$ cat src/rtl/swbl_pkg.sv
// shared types, constants and level table for the single-wire backlight controller
// no dependencies
package swbl_pkg;

  localparam int LEVEL_W   = 5;
  localparam int BRIGHT_W  = 8;
  localparam int FUNC_W    = 2;
  localparam int ACTION_W  = 2;
  localparam int CFG_IDX_W = 1;
  localparam int CFG_DATA_W = 8;

  // pulse counter holds up to 2^LEVEL_W pulses
  localparam int CNT_W = LEVEL_W + 1;

  localparam int BUILTIN_ENTRIES = 17;
  localparam int TABLE_ENTRIES   = 17;
  localparam int USED_ENTRIES    = (TABLE_ENTRIES < 1) ? 1 :
                                   (TABLE_ENTRIES > BUILTIN_ENTRIES) ? BUILTIN_ENTRIES :
                                   TABLE_ENTRIES;

  localparam int JOB_DEPTH_DEFAULT = 4;

  localparam logic [BRIGHT_W-1:0] FULL_BRIGHTNESS = 8'd255;

  localparam logic [BRIGHT_W-1:0] DIM_THRESHOLD_RESET = 8'd16;
  localparam logic [LEVEL_W-1:0]  DIM_LEVEL_RESET     = 5'd31;

  localparam logic [FUNC_W-1:0] FUNC_SET     = 2'd0;
  localparam logic [FUNC_W-1:0] FUNC_SUSPEND = 2'd1;
  localparam logic [FUNC_W-1:0] FUNC_RESUME  = 2'd2;

  localparam logic [ACTION_W-1:0] ACT_ENABLE = 2'd0;
  localparam logic [ACTION_W-1:0] ACT_PULSE  = 2'd1;
  localparam logic [ACTION_W-1:0] ACT_OFF    = 2'd2;
  localparam logic [ACTION_W-1:0] ACT_SETTLE = 2'd3;

  localparam logic [CFG_IDX_W-1:0] REG_DIM_THRESHOLD = 1'd0;
  localparam logic [CFG_IDX_W-1:0] REG_DIM_LEVEL     = 1'd1;

  localparam logic [BRIGHT_W-1:0] LEVEL_THRESH [BUILTIN_ENTRIES] = '{
    8'd30, 8'd35, 8'd45, 8'd60, 8'd75, 8'd90, 8'd105, 8'd120, 8'd135,
    8'd150, 8'd165, 8'd180, 8'd195, 8'd210, 8'd225, 8'd230, 8'd255
  };

  localparam logic [LEVEL_W-1:0] LEVEL_TUNE [BUILTIN_ENTRIES] = '{
    5'd30, 5'd29, 5'd28, 5'd26, 5'd24, 5'd23, 5'd22, 5'd21, 5'd20,
    5'd19, 5'd18, 5'd17, 5'd16, 5'd15, 5'd14, 5'd13, 5'd6
  };

  // one run of line actions, as handed from front to back
  typedef struct packed {
    logic [LEVEL_W-1:0] level;
    logic               enable;
  } job_t;

endpackage

$ cat src/rtl/swbl_front.sv
// front end: accepts requests, holds config and request state, maps brightness
// to a tune level and queues a run when the level changes; uses swbl_pkg
module swbl_front (
  input  logic                           clk,
  input  logic                           rst,
  input  logic                           cfg_valid,
  output logic                           cfg_ready,
  input  logic [swbl_pkg::CFG_IDX_W-1:0] cfg_index,
  input  logic [swbl_pkg::CFG_DATA_W-1:0] cfg_data,
  input  logic                           push,
  output logic                           full,
  input  logic [swbl_pkg::FUNC_W-1:0]    func,
  input  logic [swbl_pkg::BRIGHT_W-1:0]  brightness,
  output logic                           job_push,
  output swbl_pkg::job_t                 job_data,
  input  logic                           job_full
);
  import swbl_pkg::*;

  logic [BRIGHT_W-1:0] dim_threshold;
  logic [LEVEL_W-1:0]  dim_level;
  logic [BRIGHT_W-1:0] stored_brightness;
  logic [LEVEL_W-1:0]  current_level;
  logic                suspended;
  logic                line_powered;

  logic                accept;
  logic [BRIGHT_W-1:0] b_sel;
  logic [LEVEL_W-1:0]  scan_level;
  logic [LEVEL_W-1:0]  mapped;
  logic                wants_drive;

  assign cfg_ready = 1'b1;
  assign full      = job_full;
  assign accept    = push && !job_full;

  assign b_sel = (func == FUNC_SET) ? brightness : stored_brightness;

  // first threshold at or above the brightness wins
  always_comb begin
    scan_level = '0;
    for (int i = USED_ENTRIES - 1; i >= 0; i--) begin
      if (b_sel <= LEVEL_THRESH[i]) begin
        scan_level = LEVEL_TUNE[i];
      end
    end
  end

  always_comb begin
    priority if (b_sel == '0) begin
      mapped = '0;
    end else if (b_sel < dim_threshold) begin
      mapped = dim_level;
    end else if (b_sel == FULL_BRIGHTNESS) begin
      mapped = LEVEL_TUNE[USED_ENTRIES-1];
    end else begin
      mapped = scan_level;
    end
  end

  always_comb begin
    unique case (func)
      FUNC_SET:    wants_drive = !suspended;
      FUNC_RESUME: wants_drive = 1'b1;
      default:     wants_drive = 1'b0;
    endcase
  end

  assign job_push        = accept && wants_drive && (mapped != current_level);
  assign job_data.level  = mapped;
  assign job_data.enable = (mapped != '0) && !line_powered;

  always_ff @(posedge clk) begin
    if (rst) begin
      dim_threshold     <= DIM_THRESHOLD_RESET;
      dim_level         <= DIM_LEVEL_RESET;
      stored_brightness <= '0;
      current_level     <= '0;
      suspended         <= 1'b0;
      line_powered      <= 1'b0;
    end else begin
      if (cfg_valid && cfg_ready) begin
        unique case (cfg_index)
          REG_DIM_THRESHOLD: dim_threshold <= cfg_data;
          REG_DIM_LEVEL:     dim_level     <= cfg_data[LEVEL_W-1:0];
          default: ;
        endcase
      end
      if (accept) begin
        unique case (func)
          FUNC_SET:     stored_brightness <= brightness;
          FUNC_SUSPEND: suspended         <= 1'b1;
          FUNC_RESUME:  suspended         <= 1'b0;
          default: ;
        endcase
      end
      if (job_push) begin
        current_level <= mapped;
        line_powered  <= (mapped != '0);
      end
    end
  end

`ifndef SYNTHESIS
  a_powered_tracks_level: assert property (@(posedge clk) disable iff (rst)
    line_powered == (current_level != '0))
    else $error("line power flag out of step with level");

  a_level_follows_job: assert property (@(posedge clk) disable iff (rst)
    job_push |=> current_level == $past(job_data.level))
    else $error("level not updated after queued run");

  a_enable_only_when_off: assert property (@(posedge clk) disable iff (rst)
    job_push && job_data.enable |-> !line_powered && job_data.level != '0)
    else $error("enable hold queued while line powered");
`endif

endmodule

$ cat src/rtl/swbl_job_fifo.sv
// small queue of pending runs between front and back
// uses swbl_pkg for the job type
module swbl_job_fifo #(
  parameter int DEPTH = swbl_pkg::JOB_DEPTH_DEFAULT
) (
  input  logic           clk,
  input  logic           rst,
  input  logic           push,
  input  swbl_pkg::job_t wdata,
  output logic           full,
  input  logic           pop,
  output swbl_pkg::job_t rdata,
  output logic           valid
);
  import swbl_pkg::*;

  localparam int PTR_W   = (DEPTH > 1) ? $clog2(DEPTH) : 1;
  localparam int COUNT_W = $clog2(DEPTH + 1);
  localparam logic [PTR_W-1:0]   LAST_PTR = PTR_W'(DEPTH - 1);
  localparam logic [COUNT_W-1:0] FULL_CNT = COUNT_W'(DEPTH);

  job_t               mem [DEPTH];
  logic [PTR_W-1:0]   wr_ptr;
  logic [PTR_W-1:0]   rd_ptr;
  logic [COUNT_W-1:0] count;
  logic               do_push;
  logic               do_pop;

  assign full    = (count == FULL_CNT);
  assign valid   = (count != '0);
  assign do_push = push && !full;
  assign do_pop  = pop && valid;
  assign rdata   = mem[rd_ptr];

  always_ff @(posedge clk) begin
    if (do_push) begin
      mem[wr_ptr] <= wdata;
    end
  end

  always_ff @(posedge clk) begin
    if (rst) begin
      wr_ptr <= '0;
      rd_ptr <= '0;
      count  <= '0;
    end else begin
      if (do_push) begin
        wr_ptr <= (wr_ptr == LAST_PTR) ? '0 : wr_ptr + 1'b1;
      end
      if (do_pop) begin
        rd_ptr <= (rd_ptr == LAST_PTR) ? '0 : rd_ptr + 1'b1;
      end
      if (do_push && !do_pop) begin
        count <= count + 1'b1;
      end else if (do_pop && !do_push) begin
        count <= count - 1'b1;
      end
    end
  end

endmodule

$ cat src/rtl/swbl_back.sv
// back end: turns a queued run into line actions, one per cycle while pop is high,
// through an output register with empty/pop; uses swbl_pkg
module swbl_back (
  input  logic                          clk,
  input  logic                          rst,
  input  logic                          job_valid,
  input  swbl_pkg::job_t                job_data,
  output logic                          job_pop,
  output logic                          empty,
  input  logic                          pop,
  output logic [swbl_pkg::ACTION_W-1:0] action,
  output logic [swbl_pkg::LEVEL_W-1:0]  applied_level,
  output logic                          last
);
  import swbl_pkg::*;

  localparam logic [1:0] ST_IDLE   = 2'd0;
  localparam logic [1:0] ST_PULSE  = 2'd1;
  localparam logic [1:0] ST_SETTLE = 2'd2;

  logic [1:0]         state;
  logic [1:0]         state_next;
  logic [CNT_W-1:0]   cnt;
  logic [CNT_W-1:0]   cnt_next;
  logic [LEVEL_W-1:0] run_level;
  logic               out_valid;

  logic               advance;
  logic               emit;
  logic [ACTION_W-1:0] emit_action;
  logic [LEVEL_W-1:0] emit_level;
  logic               emit_last;

  // output slot is free or being taken this cycle
  assign advance = !out_valid || pop;
  assign empty   = !out_valid;
  assign job_pop = advance && (state == ST_IDLE) && job_valid;

  always_comb begin
    state_next  = state;
    cnt_next    = cnt;
    emit        = 1'b0;
    emit_action = ACT_SETTLE;
    emit_level  = run_level;
    emit_last   = 1'b0;
    if (advance) begin
      unique case (state)
        ST_IDLE: begin
          if (job_valid) begin
            emit       = 1'b1;
            emit_level = job_data.level;
            priority if (job_data.level == '0) begin
              emit_action = ACT_OFF;
              state_next  = ST_SETTLE;
            end else if (job_data.enable) begin
              emit_action = ACT_ENABLE;
              cnt_next    = {1'b0, job_data.level} + 1'b1;
              state_next  = ST_PULSE;
            end else begin
              // level+1 pulses in all, one goes out now
              emit_action = ACT_PULSE;
              cnt_next    = {1'b0, job_data.level};
              state_next  = ST_PULSE;
            end
          end
        end
        ST_PULSE: begin
          emit        = 1'b1;
          emit_action = ACT_PULSE;
          cnt_next    = cnt - 1'b1;
          if (cnt == CNT_W'(1)) begin
            state_next = ST_SETTLE;
          end
        end
        ST_SETTLE: begin
          emit        = 1'b1;
          emit_action = ACT_SETTLE;
          emit_last   = 1'b1;
          state_next  = ST_IDLE;
        end
        default: begin
          state_next = ST_IDLE;
        end
      endcase
    end
  end

  always_ff @(posedge clk) begin
    if (rst) begin
      state     <= ST_IDLE;
      cnt       <= '0;
      out_valid <= 1'b0;
    end else begin
      state <= state_next;
      cnt   <= cnt_next;
      if (advance) begin
        out_valid <= emit;
      end
    end
  end

  always_ff @(posedge clk) begin
    if (job_pop) begin
      run_level <= job_data.level;
    end
    if (advance && emit) begin
      action        <= emit_action;
      applied_level <= emit_level;
      last          <= emit_last;
    end
  end

`ifndef SYNTHESIS
  a_last_is_settle: assert property (@(posedge clk) disable iff (rst)
    out_valid && last |-> action == ACT_SETTLE)
    else $error("last flag on an action other than settle");

  a_pulse_count_live: assert property (@(posedge clk) disable iff (rst)
    state == ST_PULSE |-> cnt != '0)
    else $error("pulse state with nothing left to send");

  a_off_means_zero: assert property (@(posedge clk) disable iff (rst)
    out_valid && (action == ACT_OFF) |-> applied_level == '0)
    else $error("off action with nonzero level");
`endif

endmodule

$ cat src/rtl/single_wire_backlight_controller_unit.sv
// single-wire pulse-count backlight controller, top level
// channels:
//   request queue: push/full with func and brightness; accepted when push && !full
//   result queue: empty/pop with action, applied_level and last; the oldest
//     line action is on the ports while empty is low
//   config: cfg_valid/cfg_ready with cfg_index and cfg_data, always ready
// a request that changes the level becomes a run of 2 to 34 line actions,
// last set on the closing settle; other requests produce nothing
// the first action of a run passes through the run queue and then the back end's output register
// throughput: one action per cycle from the sequencer in the back end while pop is high
//   or no action is on the ports, and the next queued run follows with no
//   gap; requests are taken one per cycle while the run queue (JOB_DEPTH
//   entries) has room
// when pop stays low the current action holds, the sequencer stops, the run
//   queue fills and then full goes high
// reset clears stored brightness, level, suspend and line-power state,
//   empties both queues and loads dim_threshold 16 and dim_level 31
// depends on swbl_pkg, swbl_front, swbl_job_fifo, swbl_back
module single_wire_backlight_controller_unit #(
  parameter int JOB_DEPTH = swbl_pkg::JOB_DEPTH_DEFAULT
) (
  input  logic                            clk,
  input  logic                            rst,
  input  logic                            cfg_valid,
  output logic                            cfg_ready,
  input  logic [swbl_pkg::CFG_IDX_W-1:0]  cfg_index,
  input  logic [swbl_pkg::CFG_DATA_W-1:0] cfg_data,
  input  logic                            push,
  output logic                            full,
  input  logic [swbl_pkg::FUNC_W-1:0]     func,
  input  logic [swbl_pkg::BRIGHT_W-1:0]   brightness,
  output logic                            empty,
  input  logic                            pop,
  output logic [swbl_pkg::ACTION_W-1:0]   action,
  output logic [swbl_pkg::LEVEL_W-1:0]    applied_level,
  output logic                            last
);
  import swbl_pkg::*;

  logic job_push;
  job_t job_wdata;
  logic job_full;
  logic job_valid;
  job_t job_rdata;
  logic job_pop;

  swbl_front u_front (
    .clk        (clk),
    .rst        (rst),
    .cfg_valid  (cfg_valid),
    .cfg_ready  (cfg_ready),
    .cfg_index  (cfg_index),
    .cfg_data   (cfg_data),
    .push       (push),
    .full       (full),
    .func       (func),
    .brightness (brightness),
    .job_push   (job_push),
    .job_data   (job_wdata),
    .job_full   (job_full)
  );

  swbl_job_fifo #(
    .DEPTH (JOB_DEPTH)
  ) u_job_fifo (
    .clk   (clk),
    .rst   (rst),
    .push  (job_push),
    .wdata (job_wdata),
    .full  (job_full),
    .pop   (job_pop),
    .rdata (job_rdata),
    .valid (job_valid)
  );

  swbl_back u_back (
    .clk           (clk),
    .rst           (rst),
    .job_valid     (job_valid),
    .job_data      (job_rdata),
    .job_pop       (job_pop),
    .empty         (empty),
    .pop           (pop),
    .action        (action),
    .applied_level (applied_level),
    .last          (last)
  );

endmodule

$ cat config.mk
export PLATFORM = sky130hd
export DESIGN_NAME = single_wire_backlight_controller_unit
export DESIGN_NICKNAME = d
export VERILOG_FILES = /design/src/rtl/swbl_pkg.sv /design/src/rtl/swbl_front.sv /design/src/rtl/swbl_job_fifo.sv /design/src/rtl/swbl_back.sv /design/src/rtl/single_wire_backlight_controller_unit.sv
export SDC_FILE = /design/constraint.sdc
export NUM_CORES = 1
export LEC_CHECK = 0
export BUFFER_PORTS_ARGS = -buffer_cell sky130_fd_sc_hd__buf_2
export CAP_MARGIN = 10
export CORE_MARGIN = 4
export CORE_UTILIZATION = 40
export CTS_CLUSTER_SIZE = 8
export DETAILED_ROUTE_END_ITERATION = 12
export GPL_TIMING_DRIVEN = 0
export PLACE_DENSITY = 0.63
export SLEW_MARGIN = 40
export SYNTH_ARGS = -nofsm -noshare
export SYNTH_HDL_FRONTEND = slang
export SYNTH_HIERARCHICAL = 1
export SYNTH_SLANG_ARGS = --single-unit
$ cat constraint.sdc
create_clock -name clk -period 16.1 [get_ports clk]
set_input_delay 1.61 -clock clk [delete_from_list [all_inputs] [get_ports clk]]
set_output_delay 1.61 -clock clk [all_outputs]
set_load 0.005 [all_outputs]
After elaboration in Yosys (flattened, before gate mapping)
Memories as Yosys holds them, arrays and structs flattened. A register that Yosys moved wholly into a read port is not among the register bits.
Index checks and enable logic that the tools add are counted.
Storage, ports and cells
  bits in registers: 57
  memory bits (writable): 24
  input port bits: 24
  output and inout port bits: 11
  logic and storage cells: 138
  memories: 1
Operators by class
  $add $sub $neg: 6
  magnitude comparators: 18
  equal/unequal tests: 13
  multiplexer cells: 50
  bitwise gates (word level): 1
  reduce and logical (&&, ||, !) cells: 33
Memory list
  u_job_fifo.mem: depth 4, width 6, rd ports 1, clocked after Yosys merged registers in 1, wr ports 1, RTL line swbl_job_fifo.sv:22  | job_t mem [DEPTH];
Operators with widths (count)
  5-bit two-way mux: 22
  8-bit less-or-equal comparator, second input constant: 9
  8-bit by 7-bit less-or-equal comparator with 1-bit output, second input constant: 4
  8-bit by 6-bit less-or-equal comparator with 1-bit output, second input constant: 3
  2-bit two-way mux: 9
  6-bit two-way mux: 3
  6-bit case mux with 2 select lines: 1
  1-bit logical AND: 11
  3-bit two-way mux: 3
  2-bit equality test, second input constant: 4
  8-bit equality test, second input constant: 1
  8-bit by 5-bit less-or-equal comparator with 1-bit output, second input constant: 1
  8-bit logical NOT: 1
  8-bit less-than comparator: 1
  8-bit two-way mux: 1
  2-bit case mux with 2 select lines: 2
  5-bit by 1-bit adder with 6-bit output, second input constant: 1
  6-bit by 1-bit equality test with 1-bit output, second input constant: 1
  1-bit logical NOT: 6
  1-bit two-way mux: 6
  1-bit case mux with 2 select lines: 3
  2-bit AND reduction: 3
  2-bit nonzero test: 3
  6-bit by 1-bit subtractor with 6-bit output, second input constant: 1
  other kinds (17): 21

Depth between registers and ports, before layout
  word-level depth: 30
  gate-level depth with buffers: 24
  mapped depth without buffers: 22

Modules after synthesis
The synthesis kept the hierarchy.
By module, submodules not included
  swbl_front: times used 1, cells each 312, area each 2374.8 um^2, sequential area each 560.5 um^2
  swbl_job_fifo: times used 1, cells each 79, area each 1351.3 um^2, sequential area each 900.9 um^2
  swbl_back: times used 1, cells each 118, area each 1206.2 um^2, sequential area each 570.5 um^2

Worst setup path before layout
Ideal clock, no wire load.
  path type: input port to flip-flop
  from: input port func[0] in the netlist's numbering
  to: register u_job_fifo.count[2]
  setup time: 0.070 ns
  arrival time: 6.081 ns
  data required time: 16.030 ns
  path slack: 9.949 ns
  stages on the path: 24
  buffers on the path: 3
  path through: inv_1 ha_1 buf_4 buf_2 mux2i_1 inv_1 ha_1 nand4_1 a211oi_2 o2bb2ai_1 nor3_1 a311oi_1 xnor2_1 nand4_1 nor2_1 a21oi_1 nor2b_1 buf_6 ha_1 inv_1 fa_1 xor2_1 or3_1 a21oi_1
RTL lines
  start, declared: RTL line single_wire_backlight_controller_unit.sv:30  | input logic [swbl_pkg::FUNC_W-1:0] func,
  end signal, assigned: RTL line swbl_job_fifo.sv:54  | count <= count + 1'b1;
  end signal, assigned: RTL line swbl_job_fifo.sv:56  | count <= count - 1'b1;
  end, declared: RTL line swbl_job_fifo.sv:25  | logic [COUNT_W-1:0] count;

==> impl_metrics.json <==
{
  "finalCritPeriodShare_pct": 42.5,
  "rows": 40,
  "cp.arrival_ns": 7.12,
  "tightest_slew_ns": 0.727,
  "fp.dieH_um": 119,
  "path_clk_slew_ns": 0.07,
  "antennaDiodeCount": 0,
  "worstPathRequired_ns": 16.37,
  "gr-usage-all-layers_pct": 16.8,
  "layout-drive-gt1-share_pct": 17.6,
  "cts_sinks": 83,
  "cp-start-kind": "primary input",
  "pin_count": 35,
  "max_stage_delay_ns": 0.55,
  "dpl.hpwl_um": 8540,
  "finalHoldViolations": 0,
  "setup_viol": 0,
  "maxCapViolations": 0,
  "grt_pass1_wl_um": 19600,
  "antenna_found_initial": 0,
  "synth_edf_count": 37,
  "synth_area_sq_um": 4930,
  "skew_ns": 0.00550,
  "vias": 4067,
  "power_density_nw_per_um2": 160,
  "ys_types": 83,
  "worstPathMaxFanout": 10,
  "maxSlewHeadroom_pct": 51.1,
  "ctsResizeCount": 0,
  "endpoint_kind": "register",
  "synthDominantCellAreaShare_pct": 22.5,
  "cts_setup_buffers": 0,
  "wirelength_um": 11500,
  "syn2layout_area_growth_pct": 14.3,
  "rsz0062_at_grt": "no",
  "ir_worst_vdd_v": 0.0000527,
  "syn-num-nets": 556,
  "yosysTopAreaCell": "edfxtp_1",
  "overflow": 0,
  "place_congestion": 0.890,
  "finalSetupTns_ns": 0,
  "dr.pass1.iters": 5,
  "initial_utilization_pct": 40.9,
  "synth_flop_cell": "dfxtp_1",
  "clk_latency_ns": 0.34,
  "io_buffers": 32,
  "wl_per_cell_um": 15.8,
  "dr.first_iter.drc_count": 305,
  "core_area_sq_um": 12100,
  "grt_max_degree": 18,
  "viasPerCell": 5.61,
  "synthArstFlopShare_pct": 0,
  "synth_area_leaders": "edfxtp_1 (23%), dfxtp_1 (19%), ha_1 (5.6%)",
  "synth_top_cells_by_count": "dfxtp_1 (46), nor2_1 (43), nand2_1 (40)",
  "fmaxAchievable_ghz": 0.146,
  "fin_ws_ns": 9.26,
  "yosysSeqAreaShare_pct": 41.2,
  "postRouteAntennaNets": 0,
  "status": "finished, final reports clean",
  "design_area_sq_um": 5640,
  "ys_ff_latch": 83,
  "die_w_um": 119,
  "cts_max_path_buffers": 2,
  "grt_pass1_vias": 4022,
  "cts_inserted_buffers": 9,
  "drc_errors": 0,
  "ctsHtreeMaxLevel": 3,
  "hold_path_class": "register to register",
  "cts_tree": "yes",
  "cellLeakagePower_nw": 2.16,
  "finalNetCount": 599,
  "synth_cells": 509,
  "synth.most_common_cell": "dfxtp_1",
  "die_area_sq_um": 14200,
  "worstSetupPathType": "primary input to register",
  "pre_cts_slack_ns": 8.80,
  "critPathSlowestCell": "a311oi_2",
  "slew_viol_final": 0,
  "ys_warn_count": 6,
  "synth_area_per_cell_sq_um": 9.69,
  "period_minus_slack_ns": 6.84,
  "clockRootBuffer": "clkbuf_16",
  "ctsHoldBuffers": 0,
  "place_area_sq_um": 5310
}
## cell type report
class,instances,area (sq um)
well taps,168,210
clock inverters,7,90.1
clock buffers,9,225
fillers,1151,6420
multi-input cells,370,2680
inverters,34,128
flip-flops and latches,83,2030
plain buffers,22,110
repair buffers,32,160
## registers in the layout, summed over array words and instances, names as in the netlist, named ones only
name / flops
u_front/suspended: 1
u_job_fifo/mem: 24
u_front/dim_level: 5
u_back/applied_level: 5
u_job_fifo/wr_ptr: 2
u_front/dim_threshold: 8
u_front/line_powered: 1
u_back/last: 1
u_job_fifo/rd_ptr: 2
u_back/run_level: 5
u_back/action: 2
u_job_fifo/count: 3
u_back/state: 2
u_back/cnt: 6
u_back/out_valid: 1
u_front/current_level: 5
u_front/stored_brightness: 8
## cell usage in the layout, fill, tap and decap left out, drive strengths merged, types with 4 or more instances in the layout
cell type,n
a211o,8
a211oi,14
a21oi,27
a311oi,5
a31oi,9
and2,6
and3,9
buf,44
clkbuf,19
dfxtp,46
edfxtp,37
ha,22
inv,38
mux2,7
mux2i,14
mux4,6
nand2,41
nand2b,11
nand3,9
nand3b,5
nand4,6
nor2,43
nor2b,7
nor3,18
nor3b,5
o211ai,4
o21ai,21
o221ai,4
o22ai,4
o311ai,4
o31ai,5
or3,5
xnor2,4
xor2,5
## power breakdown
part           internal [W]  switching, W
clock              0.000125     0.0000929
combinational      0.000147      0.000219
sequential         0.000287     0.0000294
## cells by family after synthesis
| kind of cell | synth area share (%) |
|---|---|
| AO/OA/AOI/OAI | 20.0 |
| XOR/XNOR | 1.60 |
| adder cells (fa/ha/maj) | 5.99 |
| buffers and inverters | 4.82 |
| flip-flops | 41.2 |
| multiplexers | 7.48 |
| other | 0.0760 |
| AND/OR/NAND/NOR | 18.8 |
## worst paths after layout
kind / slack (ns) / cells past startpoint / start / to
min: 0.46 / 2 / u_front/dim_threshold[7]$_SDFFE_PP0P_ / u_front/dim_threshold[7]$_SDFFE_PP0P_
min reg2reg: 0.46 / 2 / u_front/dim_threshold[7]$_SDFFE_PP0P_ / u_front/dim_threshold[7]$_SDFFE_PP0P_
max reg2reg: 11.10 / 20 / u_front/stored_brightness[3]$_SDFFE_PP0P_ / u_job_fifo/count[2]$_SDFFE_PP0P_
max: 9.26 / 25 / func[0] / u_job_fifo/count[2]$_SDFFE_PP0P_
## layer usage
layer	vias to the layer above	GRT usage, %	wire length (um)
li1	1994	-	-
met1	1927	19.9	4850
met4	0	4.85	144
met2	130	30.0	5910
met5	-	0	0
met3	16	4.27	567
## through the flow
stage,std cells,hold WS (ns),util [%],total power [W]
after detailed placement,709,0.453,44.0,0.000684
after CTS,725,0.468,46.6,0.000905
after global placement,709,0.450,44.0,0.000670
after global routing,725,0.491,46.8,0.000971
final,725,0.464,46.8,0.000900
after floorplan,509,0.436,-,0.000588
## critical path, delay by kind of cell
family	cells	cell delay [ns]
AOI/OAI and AO/OA	5	1.44
xor gates and xnor gates	2	0.29
adders and majority gates	4	1.16
buffers and inverters	7	1.02
muxes	1	0.51
and+or+nand+nor	6	1.09
(Power assumes the default switching activity.)
